### src/design/sha256_pkg.sv
// ----------------------------------------------------------------------------
// SHA-256 package
// Round constants, initial hash values, the round and schedule functions and
// the control groups shared between the engine's modules.
// ----------------------------------------------------------------------------
package sha256_pkg;

  localparam int unsigned WordW   = 32;
  localparam int unsigned Rounds  = 64;
  localparam int unsigned BlkWds  = 16;

  typedef logic [WordW-1:0] word_t;

  typedef struct packed {
    logic shift;
    logic from_round;
  } sched_ctl_t;

  typedef struct packed {
    logic load;
    logic step;
  } round_ctl_t;

  localparam word_t IV [8] = '{
    32'h6a09e667, 32'hbb67ae85, 32'h3c6ef372, 32'ha54ff53a,
    32'h510e527f, 32'h9b05688c, 32'h1f83d9ab, 32'h5be0cd19
  };

  localparam word_t K [Rounds] = '{
    32'h428a2f98, 32'h71374491, 32'hb5c0fbcf, 32'he9b5dba5,
    32'h3956c25b, 32'h59f111f1, 32'h923f82a4, 32'hab1c5ed5,
    32'hd807aa98, 32'h12835b01, 32'h243185be, 32'h550c7dc3,
    32'h72be5d74, 32'h80deb1fe, 32'h9bdc06a7, 32'hc19bf174,
    32'he49b69c1, 32'hefbe4786, 32'h0fc19dc6, 32'h240ca1cc,
    32'h2de92c6f, 32'h4a7484aa, 32'h5cb0a9dc, 32'h76f988da,
    32'h983e5152, 32'ha831c66d, 32'hb00327c8, 32'hbf597fc7,
    32'hc6e00bf3, 32'hd5a79147, 32'h06ca6351, 32'h14292967,
    32'h27b70a85, 32'h2e1b2138, 32'h4d2c6dfc, 32'h53380d13,
    32'h650a7354, 32'h766a0abb, 32'h81c2c92e, 32'h92722c85,
    32'ha2bfe8a1, 32'ha81a664b, 32'hc24b8b70, 32'hc76c51a3,
    32'hd192e819, 32'hd6990624, 32'hf40e3585, 32'h106aa070,
    32'h19a4c116, 32'h1e376c08, 32'h2748774c, 32'h34b0bcb5,
    32'h391c0cb3, 32'h4ed8aa4a, 32'h5b9cca4f, 32'h682e6ff3,
    32'h748f82ee, 32'h78a5636f, 32'h84c87814, 32'h8cc70208,
    32'h90befffa, 32'ha4506ceb, 32'hbef9a3f7, 32'hc67178f2
  };

  localparam word_t PadWord = 32'h80000000;

  function automatic word_t rotr(input word_t v, input int unsigned k);
    rotr = (v >> k) | (v << (WordW - k));
  endfunction

  function automatic word_t big_s0(input word_t v);
    big_s0 = rotr(v, 2) ^ rotr(v, 13) ^ rotr(v, 22);
  endfunction

  function automatic word_t big_s1(input word_t v);
    big_s1 = rotr(v, 6) ^ rotr(v, 11) ^ rotr(v, 25);
  endfunction

  function automatic word_t small_s0(input word_t v);
    small_s0 = rotr(v, 7) ^ rotr(v, 18) ^ (v >> 3);
  endfunction

  function automatic word_t small_s1(input word_t v);
    small_s1 = rotr(v, 17) ^ rotr(v, 19) ^ (v >> 10);
  endfunction

endpackage

### src/design/sha256_hash_engine.sv
// ----------------------------------------------------------------------------
// SHA-256 hash engine
// Hashes a stream of big-endian words, pads the message and returns the
// 256-bit digest after the last word.
// ----------------------------------------------------------------------------
// Words are taken one per cycle while the engine is idle. The sixteenth
// word of a block starts a compression, one round per cycle in the shared
// round unit, and then the result is folded into the hash words. After the
// last word the engine inserts the pad and length words one per cycle and
// runs one or two further compressions before the digest appears. No request
// is taken while padding or compressing; a digest that has not been taken
// only stalls the end of the following message.
module sha256_hash_engine import sha256_pkg::*; (
  input  logic         clk,
  input  logic         rst,
  input  logic         s_tvalid,
  output logic         s_tready,
  input  logic [39:0]  s_tdata,   // data_word[31:0], byte_count[34:32], zero
  input  logic         s_tlast,
  output logic         m_tvalid,
  input  logic         m_tready,
  output logic [255:0] m_tdata    // digest_part0, part1, part2, part3
);

  localparam logic [1:0] ST_IDLE  = 2'd0;
  localparam logic [1:0] ST_PAD   = 2'd1;
  localparam logic [1:0] ST_ROUND = 2'd2;
  localparam logic [1:0] ST_UPD   = 2'd3;

  logic [1:0]  state;
  logic [3:0]  pos;
  logic [5:0]  rnd;
  logic [63:0] bits;
  logic [63:0] bits_next;
  logic        tail;
  logic        pad_pending;
  logic        hi_done;
  logic        fin;
  word_t       hash [8];
  word_t       hsum [8];
  word_t       work [8];
  word_t       w0;
  word_t       app_word;
  word_t       last_word;
  logic        app;
  logic        acc;
  logic        out_free;
  logic [2:0]  nb;
  sched_ctl_t  sctl;
  round_ctl_t  rctl;

  assign s_tready = (state == ST_IDLE);
  assign acc      = s_tvalid && s_tready;
  assign out_free = !m_tvalid || m_tready;
  assign nb       = (s_tdata[34:32] > 3'd4) ? 3'd4 : s_tdata[34:32];

  always_comb begin
    case (nb)
      3'd0:    last_word = PadWord;
      3'd1:    last_word = {s_tdata[31:24], 24'h800000};
      3'd2:    last_word = {s_tdata[31:16], 16'h8000};
      3'd3:    last_word = {s_tdata[31:8], 8'h80};
      default: last_word = s_tdata[31:0];
    endcase
  end

  always_comb begin
    if (s_tlast) begin
      bits_next = bits + {58'd0, nb, 3'd0};
    end else begin
      bits_next = bits + 64'd32;
    end
  end

  always_comb begin
    app      = 1'b0;
    app_word = '0;
    case (state)
      ST_IDLE: begin
        app      = acc;
        app_word = s_tlast ? last_word : s_tdata[31:0];
      end
      ST_PAD: begin
        app = 1'b1;
        if (pad_pending) begin
          app_word = PadWord;
        end else if (hi_done) begin
          app_word = bits[31:0];
        end else if (pos == 4'd14) begin
          app_word = bits[63:32];
        end
      end
      default: begin
        app = 1'b0;
      end
    endcase
  end

  always_comb begin
    for (int j = 0; j < 8; j++) begin
      hsum[j] = hash[j] + work[j];
    end
  end

  assign sctl.shift      = app || (state == ST_ROUND);
  assign sctl.from_round = (state == ST_ROUND);
  assign rctl.load       = app && (pos == 4'd15);
  assign rctl.step       = (state == ST_ROUND);

  sha256_sched u_sched (
    .clk (clk),
    .ctl (sctl),
    .din (app_word),
    .w0  (w0)
  );

  sha256_round u_round (
    .clk  (clk),
    .ctl  (rctl),
    .hash (hash),
    .kt   (K[rnd]),
    .wt   (w0),
    .work (work)
  );

  always_ff @(posedge clk) begin
    if (rst) begin
      state       <= ST_IDLE;
      pos         <= '0;
      rnd         <= '0;
      bits        <= '0;
      tail        <= 1'b0;
      pad_pending <= 1'b0;
      hi_done     <= 1'b0;
      fin         <= 1'b0;
      m_tvalid    <= 1'b0;
      hash        <= IV;
    end else begin
      if (m_tready && !(state == ST_UPD && fin)) begin
        m_tvalid <= 1'b0;
      end
      case (state)
        ST_IDLE: begin
          if (acc) begin
            pos  <= pos + 4'd1;
            bits <= bits_next;
            if (s_tlast) begin
              tail        <= 1'b1;
              pad_pending <= (nb == 3'd4);
              hi_done     <= 1'b0;
              fin         <= 1'b0;
            end
            if (pos == 4'd15) begin
              rnd   <= '0;
              state <= ST_ROUND;
            end else if (s_tlast) begin
              state <= ST_PAD;
            end
          end
        end
        ST_PAD: begin
          pos <= pos + 4'd1;
          if (pad_pending) begin
            pad_pending <= 1'b0;
          end else if (hi_done) begin
            fin <= 1'b1;
          end else if (pos == 4'd14) begin
            hi_done <= 1'b1;
          end
          if (pos == 4'd15) begin
            rnd   <= '0;
            state <= ST_ROUND;
          end
        end
        ST_ROUND: begin
          rnd <= rnd + 6'd1;
          if (rnd == 6'd63) begin
            state <= ST_UPD;
          end
        end
        ST_UPD: begin
          if (fin) begin
            if (out_free) begin
              m_tvalid <= 1'b1;
              hash     <= IV;
              bits     <= '0;
              pos      <= '0;
              tail     <= 1'b0;
              hi_done  <= 1'b0;
              fin      <= 1'b0;
              state    <= ST_IDLE;
            end
          end else begin
            hash  <= hsum;
            state <= tail ? ST_PAD : ST_IDLE;
          end
        end
        default: begin
          state <= ST_IDLE;
        end
      endcase
    end
  end

  always_ff @(posedge clk) begin
    if (state == ST_UPD && fin && out_free) begin
      for (int j = 0; j < 4; j++) begin
        m_tdata[64*j +: 64] <= {hsum[2*j], hsum[2*j+1]};
      end
    end
  end

  a_round_end: assert property (@(posedge clk) disable iff (rst)
    (state == ST_ROUND && rnd == 6'd63) |=> (state == ST_UPD))
    else $error("compression did not end after the last round");

  a_word_slot: assert property (@(posedge clk) disable iff (rst)
    (acc && !s_tlast && pos != 4'd15) |=>
      (state == ST_IDLE && pos == $past(pos) + 4'd1))
    else $error("plain word did not advance the block slot");

  a_len_slot: assert property (@(posedge clk) disable iff (rst)
    (state == ST_PAD && hi_done) |-> (pos == 4'd15))
    else $error("length low word not in the last slot");

  a_digest: assert property (@(posedge clk) disable iff (rst)
    (state == ST_UPD && fin && out_free) |=>
      (m_tvalid && bits == 64'd0 && pos == 4'd0 && state == ST_IDLE))
    else $error("digest not issued cleanly at message end");

  a_fin_pad: assert property (@(posedge clk) disable iff (rst)
    fin |-> (tail && hi_done && !pad_pending))
    else $error("finish flag set before the length words");

endmodule

### src/design/sha256_sched.sv
// ----------------------------------------------------------------------------
// SHA-256 message schedule
// Sixteen-word shift window: takes block words while loading and extends the
// schedule by one word per round while compressing.
// ----------------------------------------------------------------------------
module sha256_sched import sha256_pkg::*; (
  input  logic       clk,
  input  sched_ctl_t ctl,
  input  word_t      din,
  output word_t      w0
);

  word_t win [BlkWds];
  word_t ext;

  assign ext = small_s1(win[14]) + win[9] + small_s0(win[1]) + win[0];
  assign w0  = win[0];

  always_ff @(posedge clk) begin
    if (ctl.shift) begin
      for (int i = 0; i < BlkWds - 1; i++) begin
        win[i] <= win[i+1];
      end
      win[BlkWds-1] <= ctl.from_round ? ext : din;
    end
  end

endmodule

### src/design/sha256_round.sv
// ----------------------------------------------------------------------------
// SHA-256 round unit
// Working registers a to h and the single compression round, applied once
// per cycle while the step control is set.
// ----------------------------------------------------------------------------
module sha256_round import sha256_pkg::*; (
  input  logic       clk,
  input  round_ctl_t ctl,
  input  word_t      hash [8],
  input  word_t      kt,
  input  word_t      wt,
  output word_t      work [8]
);

  word_t t1;
  word_t t2;
  word_t ch;
  word_t maj;

  assign ch  = (work[4] & work[5]) ^ (~work[4] & work[6]);
  assign maj = (work[0] & work[1]) ^ (work[0] & work[2]) ^ (work[1] & work[2]);
  assign t1  = work[7] + big_s1(work[4]) + ch + kt + wt;
  assign t2  = big_s0(work[0]) + maj;

  always_ff @(posedge clk) begin
    if (ctl.load) begin
      work <= hash;
    end else if (ctl.step) begin
      work[0] <= t1 + t2;
      work[1] <= work[0];
      work[2] <= work[1];
      work[3] <= work[2];
      work[4] <= work[3] + t1;
      work[5] <= work[4];
      work[6] <= work[5];
      work[7] <= work[6];
    end
  end

endmodule
### config.mk
export PLATFORM = sky130hd
export DESIGN_NAME = sha256_hash_engine
export DESIGN_NICKNAME = d
export VERILOG_FILES = /design/src/design/sha256_pkg.sv /design/src/design/sha256_hash_engine.sv /design/src/design/sha256_sched.sv /design/src/design/sha256_round.sv
export SDC_FILE = /design/constraint.sdc
export NUM_CORES = 2
export LEC_CHECK = 0
export BUFFER_PORTS_ARGS = -buffer_cell sky130_fd_sc_hd__buf_4
export CAP_MARGIN = 20
export CORE_MARGIN = 2
export CORE_UTILIZATION = 45
export CTS_BUF_LIST = sky130_fd_sc_hd__clkbuf_16
export DETAILED_ROUTE_END_ITERATION = 8
export GPL_ROUTABILITY_DRIVEN = 0
export HOLD_SLACK_MARGIN = 0.15
export PLACE_DENSITY = 0.7
export RECOVER_POWER = 25
export SETUP_SLACK_MARGIN = 0.05
export SLEW_MARGIN = 5
export SYNTH_ARGS = -nofsm -noshare
export SYNTH_HDL_FRONTEND = slang
export SYNTH_SLANG_ARGS = --single-unit
export TNS_END_PERCENT = 30
### constraint.sdc
create_clock -name clk -period 16.5 [get_ports clk]
set_input_delay 4.125 -clock clk [delete_from_list [all_inputs] [get_ports clk]]
set_output_delay 4.125 -clock clk [all_outputs]
set_load 0.01 [all_outputs]
==> flow_metrics.py <==
metrics = {
    "status": {
        "run_status": "finished with violations",
        "violations": "DRC",
    },
    "sta": {
        "fin_crit_ns": 9.68,
        "setup_viol": 0,
        "post-route-period-util": 0.587,
        "fmax_ghz": 0.103,
        "maxSlewHeadroom": 0.224,
        "fin_tns_setup_ns": 0,
        "skew_ns": 0.0361,
        "final_max_slew_viol_count": 0,
        "grt_setup_unrepaired": "false",
        "finalHoldViolCount": 0,
        "tightest_slew_ns": 1.16,
    },
    "global_routing": {
        "grtUsageMet3": 0.0638,
        "grt-busiest-layer": "met2",
        "first_global_vias": 51300,
        "grt_util_met1": 0.367,
        "grt_max_degree": 200,
        "grt_pass1_wl_mm": 328,
        "antenna_found_initial": 13,
        "grt_remaining_overflow": 0,
        "use_met2": 0.371,
        "grt_use_total": 0.259,
    },
    "placement": {
        "portBuffers": 297,
        "dp_hpwl_mm": 162,
    },
    "worst_hold_path": {
        "min_to": "u_sched.win[0][95]",
        "hold_path.class": "flip-flop to flip-flop",
        "holdPathStages": 0,
        "min_from": "u_sched.win[0][127]",
    },
    "yosys": {
        "synth_area_mm2": 0.0745,
        "async_flop_share": 0,
        "ys.flop_type": "edfxtp_1",
        "synth_cells": 6790,
        "synth_seq_cells": 1358,
        "avgSynthCellArea_um2": 11.0,
        "syn_nets": 7440,
        "synth_warnings": 0,
        "ys_seq_area_frac": 0.503,
        "synth_edf_count": 1024,
        "synth_cell_types": 90,
    },
    "floorplan": {
        "die_area_mm2": 0.169,
        "pin_count": 303,
        "rows": 149,
        "core_area_mm2": 0.165,
        "die_h_um": 411,
        "initial_core_util": 0.452,
        "chipWidth_um": 411,
    },
    "drt": {
        "wl_mm": 224,
        "drc_errors": 1,
        "vias": 55200,
        "dr.pass1.iters": 9,
        "viasPerCell": 5.94,
        "drt-initial-drc-count": 7676,
        "wl_per_cell_um": 24.1,
        "postRouteAntennaNets": 0,
    },
    "critical_path": {
        "r2r-end": "u_round.work[255]",
        "rr_worst_depth": 35,
        "cp.depth": 35,
        "worstPathArrival_ns": 10.21,
        "critPathTopFamily": "compound AO/OA/AOI/OAI gates",
        "crit_required_ns": 17.03,
        "crit_fanout": 13,
        "cp_num_buf_inv": 3,
        "crit_path_frequent_cell": "a21oi_1",
        "cp-end-kind": "flip-flop",
        "max_stage_delay_ns": 0.66,
        "crit_type": "flip-flop to flip-flop",
        "r2r_start": "rnd[0]",
        "crit_path_start_kind": "flip-flop",
        "cp_slowest_cell": "ha_1",
        "reg2reg_slack_ns": 6.82,
    },
    "final_layout": {
        "num-fill-cells": 14300,
        "regArea_mm2": 0.0374,
        "syn_to_final_growth_pct": 12.5,
        "drive_above_1_share": 0.0954,
        "multi_input_area_mm2": 0.0349,
        "nets": 7626,
    },
    "clocking": {
        "cts_root_buf": "clkbuf_16",
        "cts_setup_buffers": 0,
        "clk_latency_ns": 0.82,
        "cts_resized": 0,
        "cts.clk_slew.worst_paths_ns": 0.06,
        "cts_buffers": 146,
        "cts_tree": "done",
        "cts_sinks": 1358,
        "htree_num_levels": 4,
        "cts_max_path_buffers": 3,
        "ctsHoldBuffers": 0,
    },
    "job": {
        "cap_viol_max_count": 0,
    },
}
cells in the final DEF (no fill, tap or decap), types with 38 or more instances in the layout:
master / n
o21ai_0: 316
nor3_1: 70
dfxtp_1: 330
fa_1: 197
nor2_1: 431
a221o_1: 77
o22ai_1: 63
a22oi_1: 87
o21a_1: 63
nand2b_1: 110
nand2_1: 868
or3_1: 38
and3_1: 38
inv_1: 286
a22o_1: 44
edfxtp_1: 1024
nor2b_1: 59
xor2_1: 186
ha_1: 407
buf_4: 338
a21o_1: 186
a211oi_1: 60
a31oi_1: 38
nand3_1: 98
nand4_1: 40
clkbuf_16: 153
o21bai_1: 41
a21oi_1: 440
xnor2_1: 455
final cells by class:
class,count,share of cell area
antenna,4,0.000120
inverter,270,0.0121
tap,2189,0.0327
sequential,1358,0.447
clock inverter,118,0.0136
clock buffer,153,0.0457
multi-input combinational,4855,0.417
timing repair buffer,345,0.0318
worst reg2reg max path: cells and delay by family, from the launching register on:
kind	cells	cell delay, ns
AO/OA/AOI/OAI	15	3.69
XOR/XNOR	2	0.49
adder cells (fa/ha/maj)	5	2.39
buffers and inverters	3	0.72
flip-flops	1	0.33
AND/OR/NAND/NOR	10	1.80
flip-flops by register name, summed over array words and instances (netlist names), 2 cells and up:
signal and flops:
u_sched.win 512, u_round.work 256, m_tdata 256, hash 256, state 2, bits 61
rnd 6, pos 4
cell usage after synthesis (21+ instances only):
| master | n | area (µm²) |
|---|---|---|
| a211oi_1 | 60 | 450 |
| a21o_1 | 186 | 1400 |
| a21oi_1 | 440 | 2200 |
| a221o_1 | 77 | 771 |
| a221oi_1 | 29 | 254 |
| a22o_1 | 44 | 385 |
| a22oi_1 | 87 | 653 |
| a31oi_1 | 37 | 231 |
| and2_1 | 29 | 181 |
| and3_1 | 38 | 238 |
| buf_1 | 34 | 128 |
| clkbuf_1 | 271 | 1020 |
| dfxtp_1 | 334 | 6690 |
| edfxtp_1 | 1024 | 30700 |
| fa_1 | 197 | 3940 |
| ha_1 | 408 | 5100 |
| inv_1 | 268 | 1010 |
| maj3_1 | 21 | 210 |
| mux2_2 | 29 | 327 |
| nand2_1 | 870 | 3270 |
| nand2b_1 | 111 | 694 |
| nand3_1 | 98 | 490 |
| nand4_1 | 40 | 250 |
| nor2_1 | 437 | 1640 |
| nor2b_1 | 59 | 369 |
| nor3_1 | 70 | 350 |
| o211ai_1 | 32 | 240 |
| o21a_1 | 63 | 473 |
| o21ai_0 | 315 | 1580 |
| o21bai_1 | 41 | 308 |
| o22ai_1 | 63 | 394 |
| o31ai_1 | 23 | 173 |
| or3_1 | 39 | 244 |
| xnor2_1 | 455 | 3990 |
| xor2_1 | 186 | 1630 |
worst max-delay path by stage:
stage               startpoint           endpoint  slack (ns)
floorplan             s_tvalid  u_sched.win[0][0]        0.26
global placement        rnd[1]  u_round.work[255]        7.36
global route            rnd[2]  u_round.work[255]        6.42
detailed placement      rnd[1]  u_round.work[255]        7.20
finish                  rnd[0]  u_round.work[255]        6.82
CTS                     rnd[1]  u_round.work[255]        7.16
routing by layer:
metal	routed length, µm	share of wire	vias to the layer above
met1	92100	0.41	26600
met3	25900	0.12	542
met4	11700	0.052	12
met5	74	0.00033	-
met2	94000	0.42	3074
li1	-	-	25000
cells by family after synthesis:
group | synth area share
buffers and inverters | 0.0291
adders and majority gates | 0.124
DFF | 0.503
and+or+nand+nor | 0.110
muxes | 0.00859
xor gates and xnor gates | 0.0756
AOI/OAI and AO/OA | 0.150
stage by stage:
| step | area, µm² | cells | setup WS, ns | util | hold WS [ns] |
|---|---|---|---|---|---|
| final | 83800 | 9292 | 6.82 | 0.509 | 0.401 |
| after global routing | 83700 | 9288 | 6.42 | 0.509 | 0.414 |
| after CTS | 83700 | 9286 | 7.16 | 0.509 | 0.402 |
| after detailed placement | 78800 | 9015 | 7.20 | 0.478 | 0.405 |
| after global placement | 78800 | 9015 | 7.36 | 0.478 | 0.400 |
| after floorplan | 74500 | 6790 | 0.261 | - | 0.400 |
Power is left out: the tool's default activity adds up to more than one toggle a clock period on the data nets, which glitch-free logic cannot reach.
